### src/sv/wcs_pkg.sv
// Shared types and constants for the weighted count selector.
// Holds the input and result word layouts, codes and the control states.
// No dependencies.
package wcs_pkg;

  localparam int DRAW_W   = 54;
  localparam int RATE_W   = 32;
  localparam int ACTIVE_W = 7;
  localparam int INDEX_W  = 6;
  localparam int NEWCNT_W = 16;
  localparam int CFG_IDX_W  = 2;
  localparam int CFG_DATA_W = 32;

  localparam logic [RATE_W-1:0]   RATE_RESET   = 32'd65536;
  localparam logic [ACTIVE_W-1:0] ACTIVE_RESET = 7'd64;

  // Operation codes
  localparam logic OP_UPDATE = 1'b0;
  localparam logic OP_SELECT = 1'b1;

  // Configuration register indexes
  localparam logic [CFG_IDX_W-1:0] REG_RATE   = 2'd0;
  localparam logic [CFG_IDX_W-1:0] REG_ACTIVE = 2'd1;

  typedef struct packed {
    logic                operation;
    logic [INDEX_W-1:0]  slot_index;
    logic [NEWCNT_W-1:0] new_count;
    logic [DRAW_W-1:0]   draw;
  } item_t;

  typedef struct packed {
    logic [DRAW_W-1:0]  propensity;
    logic [INDEX_W-1:0] chosen_slot;
    logic               found;
  } result_t;

  typedef enum logic [1:0] {
    ST_IDLE,
    ST_DIVIDE,
    ST_WALK,
    ST_DONE
  } state_t;

endpackage

### src/sv/wcs_cell.sv
// One slot cell of the count ring: holds a slot count and takes its
// neighbor's count on every shift. Depends on nothing but its parameter.
module wcs_cell #(
  parameter int COUNT_WIDTH = 16
) (
  input  logic                   clk,
  input  logic                   rst,
  input  logic                   shift,
  input  logic [COUNT_WIDTH-1:0] count_in,
  output logic [COUNT_WIDTH-1:0] count
);

  // Clear at reset, take the neighbor's count on a shift, otherwise hold
  always_ff @(posedge clk) begin
    if (rst) begin
      count <= '0;
    end else if (shift) begin
      count <= count_in;
    end
  end

endmodule

### src/sv/wcs_div.sv
// Restoring divider, one quotient bit per cycle: draw / rate.
// Uses wcs_pkg for the draw and rate widths.
module wcs_div (
  input  logic                      clk,
  input  logic                      rst,
  input  logic                      go,
  input  logic [wcs_pkg::DRAW_W-1:0] dividend,
  input  logic [wcs_pkg::RATE_W-1:0] divisor,
  output logic                      done,
  output logic [wcs_pkg::DRAW_W-1:0] quotient
);
  import wcs_pkg::*;

  localparam int STEP_W = $clog2(DRAW_W);

  logic              running;
  logic [STEP_W-1:0] step;
  logic [RATE_W-1:0] rem;
  logic [RATE_W-1:0] dvsr;
  logic [RATE_W:0]   shifted;
  logic              ge;
  logic [RATE_W:0]   diff;

  // Bring down the next dividend bit and try the subtraction
  always_comb begin
    shifted = {rem, quotient[DRAW_W-1]};
    ge      = shifted >= {1'b0, dvsr};
    diff    = shifted - {1'b0, dvsr};
  end

  // Iterate over all dividend bits, quotient bits shift in from the right
  always_ff @(posedge clk) begin
    if (rst) begin
      running <= 1'b0;
      done    <= 1'b0;
      step    <= '0;
    end else begin
      done <= 1'b0;
      if (go) begin
        running  <= 1'b1;
        step     <= '0;
        rem      <= '0;
        dvsr     <= divisor;
        quotient <= dividend;
      end else if (running) begin
        rem      <= ge ? diff[RATE_W-1:0] : shifted[RATE_W-1:0];
        quotient <= {quotient[DRAW_W-2:0], ge};
        step     <= step + 1'b1;
        if (step == STEP_W'(DRAW_W - 1)) begin
          running <= 1'b0;
          done    <= 1'b1;
        end
      end
    end
  end

endmodule

### src/sv/weighted_count_selector.sv
// Weighted count selector: roulette-wheel slot choice over a ring of count cells.
// Update: the result strobe follows one full ring turn.
// Select: a bit-serial divide, then a ring turn;
// with a zero rate both are skipped and nothing is found. One item at a time.
// Synchronous reset clears all slot counts and the total at once; registers
// return to rate 1.0 and all slots active. The receiver cannot stall results.
module weighted_count_selector #(
  parameter int MAX_SLOTS   = 64,
  parameter int COUNT_WIDTH = 16
) (
  input  logic                          clk,
  input  logic                          rst,
  input  logic                          start,
  output logic                          busy,
  input  wcs_pkg::item_t                item,
  output logic                          result_valid,
  output wcs_pkg::result_t              result,
  input  logic                          cfg_valid,
  output logic                          cfg_ready,
  input  logic [wcs_pkg::CFG_IDX_W-1:0]  cfg_index,
  input  logic [wcs_pkg::CFG_DATA_W-1:0] cfg_data
);
  import wcs_pkg::*;

  localparam int POS_W   = $clog2(MAX_SLOTS + 1);
  localparam int TOTAL_W = COUNT_WIDTH + $clog2(MAX_SLOTS + 1);

  state_t state;
  state_t state_next;

  logic [RATE_W-1:0]      rate;
  logic [ACTIVE_W-1:0]    active_slots;
  logic [TOTAL_W-1:0]     total;
  logic                   op;
  logic [INDEX_W-1:0]     idx;
  logic [COUNT_WIDTH-1:0] cnt;
  logic [DRAW_W-1:0]      n;
  logic [POS_W-1:0]       pos;
  logic                   hit;
  logic [INDEX_W-1:0]     chosen;

  logic                   accept;
  logic                   div_go;
  logic                   div_done;
  logic [DRAW_W-1:0]      quotient;
  logic                   shift;
  logic [COUNT_WIDTH-1:0] head;
  logic [COUNT_WIDTH-1:0] head_new;
  logic                   idx_match;
  logic                   in_range;
  logic [31:0]            limit;
  logic [31:0]            pos_ext;
  logic [DRAW_W-1:0]      head_ext;
  logic [63:0]            product;

  logic [COUNT_WIDTH-1:0] cell_count [MAX_SLOTS];

  assign cfg_ready = 1'b1;
  assign busy      = (state != ST_IDLE);
  assign accept    = start && !busy;

  // Ring of count cells; slot 0 sits at the head while idle
  assign head     = cell_count[0];
  assign pos_ext  = 32'(pos);
  assign idx_match = (op == OP_UPDATE) && (pos_ext == 32'(idx));
  assign head_new = idx_match ? cnt : head;

  for (genvar i = 0; i < MAX_SLOTS; i++) begin : g_cell
    logic [COUNT_WIDTH-1:0] nbr;
    if (i == MAX_SLOTS - 1) begin : g_tail
      assign nbr = head_new;
    end else begin : g_mid
      assign nbr = cell_count[i+1];
    end
    wcs_cell #(
      .COUNT_WIDTH(COUNT_WIDTH)
    ) u_cell (
      .clk     (clk),
      .rst     (rst),
      .shift   (shift),
      .count_in(nbr),
      .count   (cell_count[i])
    );
  end

  wcs_div u_div (
    .clk     (clk),
    .rst     (rst),
    .go      (div_go),
    .dividend(item.draw),
    .divisor (rate),
    .done    (div_done),
    .quotient(quotient)
  );

  // Walk only the active slots, saturated at the ring size
  assign limit    = (32'(active_slots) > 32'(MAX_SLOTS)) ? 32'(MAX_SLOTS)
                                                         : 32'(active_slots);
  assign in_range = pos_ext < limit;
  assign head_ext = DRAW_W'(head);
  assign product  = 64'(rate) * 64'(total);

  // Next state and control
  always_comb begin
    state_next = state;
    div_go     = 1'b0;
    shift      = 1'b0;
    case (state)
      ST_IDLE: begin
        if (accept) begin
          if (item.operation == OP_UPDATE) begin
            state_next = ST_WALK;
          end else if (rate == '0) begin
            state_next = ST_DONE;
          end else begin
            div_go     = 1'b1;
            state_next = ST_DIVIDE;
          end
        end
      end
      ST_DIVIDE: begin
        if (div_done) begin
          state_next = ST_WALK;
        end
      end
      ST_WALK: begin
        shift = 1'b1;
        if (pos == POS_W'(MAX_SLOTS - 1)) begin
          state_next = ST_DONE;
        end
      end
      ST_DONE: begin
        state_next = ST_IDLE;
      end
      default: begin
        state_next = ST_IDLE;
      end
    endcase
  end

  always_ff @(posedge clk) begin
    if (rst) begin
      state <= ST_IDLE;
    end else begin
      state <= state_next;
    end
  end

  // Configuration registers
  always_ff @(posedge clk) begin
    if (rst) begin
      rate         <= RATE_RESET;
      active_slots <= ACTIVE_RESET;
    end else if (cfg_valid && cfg_ready) begin
      case (cfg_index)
        REG_RATE:   rate         <= cfg_data[RATE_W-1:0];
        REG_ACTIVE: active_slots <= cfg_data[ACTIVE_W-1:0];
        default:    ;
      endcase
    end
  end

  // Item datapath: latch the word, run the walk, drive the result strobe
  always_ff @(posedge clk) begin
    if (rst) begin
      total        <= '0;
      result_valid <= 1'b0;
      hit          <= 1'b0;
      pos          <= '0;
    end else begin
      result_valid <= 1'b0;
      case (state)
        ST_IDLE: begin
          if (accept) begin
            op     <= item.operation;
            idx    <= item.slot_index;
            cnt    <= COUNT_WIDTH'(item.new_count);
            pos    <= '0;
            hit    <= 1'b0;
            chosen <= '0;
          end
        end
        ST_DIVIDE: begin
          if (div_done) begin
            n <= quotient;
          end
        end
        ST_WALK: begin
          pos <= pos + 1'b1;
          if (idx_match) begin
            total <= total - TOTAL_W'(head) + TOTAL_W'(cnt);
          end
          if (op == OP_SELECT && !hit && in_range) begin
            if (n < head_ext) begin
              hit    <= 1'b1;
              chosen <= pos_ext[INDEX_W-1:0];
            end else begin
              n <= n - head_ext;
            end
          end
        end
        ST_DONE: begin
          result_valid       <= 1'b1;
          result.propensity  <= product[DRAW_W-1:0];
          result.chosen_slot <= hit ? chosen : '0;
          result.found       <= hit;
        end
        default: ;
      endcase
    end
  end

endmodule

### config.mk
export PLATFORM = sky130hd
export DESIGN_NAME = weighted_count_selector
export DESIGN_NICKNAME = d
export VERILOG_FILES = /design/src/sv/wcs_pkg.sv /design/src/sv/wcs_cell.sv /design/src/sv/wcs_div.sv /design/src/sv/weighted_count_selector.sv
export SDC_FILE = /design/constraint.sdc
export NUM_CORES = 2
export LEC_CHECK = 0
export ABC_AREA = 1
export BUFFER_PORTS_ARGS = -buffer_cell sky130_fd_sc_hd__buf_2
export CORE_MARGIN = 2
export CORE_UTILIZATION = 44
export CTS_CLUSTER_DIAMETER = 150
export DETAILED_ROUTE_END_ITERATION = 10
export PLACE_DENSITY = 0.68
export SYNTH_ARGS = -nofsm -noshare
export SYNTH_HDL_FRONTEND = slang
export SYNTH_SLANG_ARGS = --single-unit
### constraint.sdc
create_clock -name clk -period 19.16 [get_ports clk]
set_input_delay 2.874 -clock clk [delete_from_list [all_inputs] [get_ports clk]]
set_output_delay 2.874 -clock clk [all_outputs]
set_load 0.01 [all_outputs]
# After elaboration in Yosys (flattened, before gate mapping)

Index checks and enable logic that the tools add are counted.

Bitwise gates (word level): 3
Add/subtract/negate cells: 6
Reduce and logical (&&, ||, !) cells: 27
Equal/unequal tests: 13
Multipliers: 1
Muxes and demuxes: 36
Magnitude comparators: 4

Operators by type and width:

| operator              | count |
|---|---|
| $mux W54              | 5 |
| $pmux W54 S2          | 1 |
| $mux W32              | 2 |
| $lt A54 B16 Y1        | 1 |
| $mul A32 B23 Y54      | 1 |
| $sub A54 B16 Y54      | 1 |
| $ge A33 B32 Y1        | 1 |
| $logic_not A32 Y1     | 1 |
| $sub A32 B32 Y32      | 1 |
| $add A23 B16 Y23      | 1 |
| $sub A23 B16 Y23      | 1 |
| $mux W6               | 3 |
| $mux W16              | 1 |
| $mux W7               | 2 |
| $pmux W7 S2           | 1 |
| $reduce_and A2 Y1     | 7 |
| $mux W1               | 13 |
| $pmux W6 S2           | 1 |
| $mux W2               | 5 |
| $ne A2 B2 Y1 const B  | 5 |
| $reduce_and A5 Y1     | 2 |
| $pmux W2 S4           | 1 |
| $reduce_bool A2 Y1    | 4 |
| $add A7 B1 Y7 const B | 1 |
| other kinds (18)      | 28 |

Register bits: 1367
Output and inout port bits: 64

# Depth between registers and ports, before layout

Word-level depth: 7
Gate-level depth with buffers: 29
Mapped depth without buffers: 27

# By module

From an unflattened synthesis, not the netlist that was laid out.

Cells, all modules: 12487
Area, all modules: 88590.0 um^2

By module, submodules not included:

| module                  | seq. area each (um^2) | cells each | area each (um^2) | times used |
|---|---|---|---|---|
| wcs_cell                | 320.3                 | 101        | 670.6            | 64 |
| weighted_count_selector | 5785.5                | 4926       | 37548.5          | 1 |
| wcs_div                 | 3703.6                | 1097       | 8120.3           | 1 |

# Least setup slack after synthesis

OpenSTA, ideal clock, no wires.

Kind: input port to flip-flop
Start: input rst
End: register n[0], enable pin
Path slack: 11.828 ns
Setup time: 0.533 ns
Data required time: 18.627 ns
Stages on the path: 2
Arrival: 6.800 ns
Cells stage by stage: clkbuf_1 nor3_1

Word-level cells in the longest chain between the ends: 2

Ends and longest elaborated chain:

| element                            | line                           | text |
|---|---|---|
| start, declared                    | weighted_count_selector.sv:12  | `input logic rst,` |
| $not A1 Y1 (no source line)        | n/a                            |  |
| $reduce_and A5 Y1 (no source line) | n/a                            |  |
| end signal, assigned               | weighted_count_selector.sv:185 | `n <= quotient;` |
| end signal, assigned               | weighted_count_selector.sv:198 | `n <= n - head_ext;` |
| end, declared                      | weighted_count_selector.sv:37  | `logic [DRAW_W-1:0] n;` |

Every way passes these cells.
A chain may end at the register's enable or synchronous reset.

# Worst setup path after layout

Start: register total[14]
End: register result[49] (netlist bit) (data pin)

Word-level cells in the longest chain between the ends: 1

Ends and longest elaborated chain:

| element                | line                           | text |
|---|---|---|
| start, declared        | weighted_count_selector.sv:33  | `logic [TOTAL_W-1:0] total;` |
| start signal, assigned | weighted_count_selector.sv:191 | `total <= total - TOTAL_W'(head) + TOTAL_W'(cnt);` |
| $mul A32 B23 Y54       | weighted_count_selector.sv:101 | `assign product = 64'(rate) * 64'(total);` |
| via product[42]        | weighted_count_selector.sv:54  | `logic [63:0] product;` |
| end, declared          | weighted_count_selector.sv:17  | `output wcs_pkg::result_t result,` |

The timed path passes the listed nets, and every way through them passes these cells.

==> impl_metrics.json <==
{
  "coreArea_um2": 180000,
  "hold_class": "reg -> reg",
  "endpoint_kind": "flop",
  "cts_tree": "done",
  "io_pins": 179,
  "peakVddDrop_mv": 0.0967,
  "avgRoutedWirePerCell_um": 17.2,
  "synth_edf_count": 262,
  "path_class": "reg -> reg",
  "finalHoldViolations": 0,
  "port_buffers": 177,
  "grt_pass1_wl_um": 351000,
  "cp.required_ns": 19.71,
  "syn_area_per_cell_um2": 7.70,
  "slew_viol_final": 0,
  "final_util_pct": 48.1,
  "clkSinkCount": 1367,
  "period_needed_ns": 7.46,
  "grt_pass1_vias": 63457,
  "status": "finished clean",
  "synth_cell_types": 45,
  "cts_resized": 0,
  "dp.cells": 12389,
  "max_stage_delay_ns": 0.97,
  "power.density_nw_per_um2": 111,
  "finalSetupViolCount": 0,
  "slowest_stage": "dfxtp_2",
  "leakagePower_uw": 0.0434,
  "firstDrtPassIters": 6,
  "clk_latency_ns": 0.81,
  "slew_headroom_pct": 19.2,
  "ys_ff_latch": 1367,
  "drt_iter0_drc": 5474,
  "r2r_cells": 22,
  "ctsRootBufferMaster": "clkbuf_16",
  "cts_setup_buffers": 0,
  "whs_ns": 0.431,
  "synth_area_um2": 79800,
  "routed_wirelength_um": 218000,
  "route.detailed.drc": 0,
  "die_h_um": 430,
  "fin_tns_setup_ns": 0,
  "row_count": 156,
  "synth-async-reset-ratio_pct": 0,
  "start_kind": "flop",
  "fp.dieArea_um2": 185000,
  "worstPathCellList": "nand2_1 > fa_1 > inv_1 > fa_1 > inv_1 > fa_1 > inv_1 > fa_1 > fa_1 > fa_1 > inv_1 > fa_1 > inv_1 > ha_1 > a21oi_1 > o21ai_0 > a21oi_1 > o21ai_0 > nand2_1 > nand3_1 > nand2_1 > nand2_1",
  "gp_congestion": 0.932,
  "syn_nets": 11375,
  "rsz0062_at_grt": "no",
  "crit_top_cell": "fa_1",
  "cts_hold_buffers": 0,
  "synthCells": 10356,
  "whs_path_depth": 0,
  "syn2layout_area_growth_pct": 8.80,
  "grt-ovfl-total": 0,
  "cp.arrival_ns": 8.00,
  "drive_gt1_share_pct": 5.12,
  "fin_worst_skew_ns": 0.0637,
  "max_cap_violations": 0,
  "antenna_found_initial": 2,
  "ctsLongestPathBuffers": 3,
  "nets": 11185,
  "htreeDepth": 4,
  "placed_area_um2": 82000,
  "final_cell_mix": "nor2_1 (2422), nand2_1 (1602), inv_1 (1502), o21ai_0 (1228), dfxtp_1 (1084)",
  "cts_buffers": 145,
  "cp_max_fo": 34,
  "initial_utilization_pct": 44.2,
  "yosys_warnings": 0,
  "finalCritPeriodShare_pct": 38.9,
  "hpwl_um": 152000,
  "insertedDiodeCount": 0,
  "ant_nets": 0,
  "worstMarginPinSlew_ns": 1.21,
  "vias": 64285,
  "fmax_mhz": 134,
  "die_w_um": 430,
  "clk_pin_slew_ns": 0.07,
  "grt_max_degree": 298,
  "final_area_um2": 86800,
  "grtUsageTotal_pct": 23.7,
  "synth_ff_type": "dfxtp_1",
  "vias_per_cell": 5.08,
  "ys_seq_area_share_pct": 37.6,
  "stdcell_count": 12657,
  "final_common_cell": "nor2_1"
}
-- logic make-up (layout without fill, tap and decap cells) --
group / after synthesis / in the layout / synth area share, %
other: 1 / 1 / 0.00470
AO/OA/AOI/OAI: 1523 / 1523 / 9.74
flip-flops: 1367 / 1367 / 37.6
adder cells (fa/ha/maj): 904 / 904 / 20.2
XOR/XNOR: 90 / 90 / 0.988
AND/OR/NAND/NOR: 4376 / 4376 / 21.4
buffers and inverters: 2095 / 2026 / 10.0
-- worst max-delay path, delay by kind of cell (launching register included) --
kind,cells,cell delay [ns]
simple gates,5,0.60
fa+ha+maj,8,4.03
buf+inv,5,0.26
flops,1,0.97
compound gates,4,1.30
-- routing by layer --
metal | up-vias | share of wire (%) | track usage (%)
li1 | 31360 | - | -
met4 | 0 | 4.6 | 10.4
met5 | - | 0 | 0
met1 | 30776 | 45 | 32.2
met2 | 1742 | 46 | 38.1
met3 | 407 | 5.2 | 2.96
-- area by class of cell --
class                      instances  area, µm²
fill                           17598      93600
tap                             2370       2970
timing repair buffer             251       1470
clock inverter                    76        811
inverter                        1507       5670
sequential                      1367      30000
clock buffer                     192       4010
multi-input combinational       6894      41800
-- worst paths after layout --
check | slack [ns] | from | end
min | 0.43 | rate[4] | u_div.dvsr[4]
max reg2reg | 11.70 | total[14] | result[49]
min reg2reg | 0.43 | rate[4] | u_div.dvsr[4]
max | 11.70 | total[14] | result[49]
-- state kept, by name (all words and copies together) (netlist names), 7 cells and up --
name                 flops
g_cell.u_cell.count   1024
active_slots             7
cnt                     16
total                   23
result                  61
u_div.quotient          54
pos                      7
u_div.dvsr              32
u_div.rem               32
n                       54
rate                    32
-- power breakdown --
part	internal [µW]	switching, µW	total, µW	leakage (µW)
clock network	1580	1250	2830	0.00235
logic	785	1730	2510	0.0295
registers	3840	449	4290	0.0115
total	6210	3420	9630	0.0434
-- through the flow --
step / total power [µW] / setup WS (ns)
finish: 9630 / 11.70
global route: 10300 / 11.42
CTS: 9700 / 11.80
detailed placement: 6830 / 11.84
global placement: 6770 / 11.70
floorplan: 6090 / 11.83
-- cells in the mapped netlist (3+ instances only) --
| master | n | area, µm² |
|---|---|---|
| nor2_1 | 2424 | 9100 |
| nand2_1 | 1603 | 6020 |
| inv_1 | 1504 | 5650 |
| o21ai_0 | 1228 | 6150 |
| dfxtp_1 | 1105 | 22100 |
| fa_1 | 644 | 12900 |
| clkbuf_1 | 542 | 2030 |
| edfxtp_1 | 262 | 7870 |
| ha_1 | 260 | 3250 |
| a21oi_1 | 231 | 1160 |
| nand3_1 | 180 | 901 |
| xor2_1 | 65 | 569 |
| nand4_1 | 51 | 319 |
| nor3_1 | 43 | 215 |
| nand3b_1 | 31 | 233 |
| o21bai_1 | 29 | 218 |
| xnor2_1 | 25 | 219 |
| buf_2 | 17 | 85.1 |
| buf_1 | 16 | 60.1 |
| nor4_1 | 16 | 100 |
| a21o_1 | 10 | 75.1 |
| and2_1 | 9 | 56.3 |
| buf_6 | 9 | 101 |
| o21a_1 | 7 | 52.6 |
| o211ai_1 | 6 | 45.0 |
| a31oi_1 | 5 | 31.3 |
| a21boi_0 | 3 | 22.5 |
| buf_4 | 3 | 22.5 |
| nor2_2 | 3 | 18.8 |
| o21ai_1 | 3 | 15.0 |
| or2_2 | 3 | 18.8 |
No activity file was read; power rests on OpenSTA's default activity.
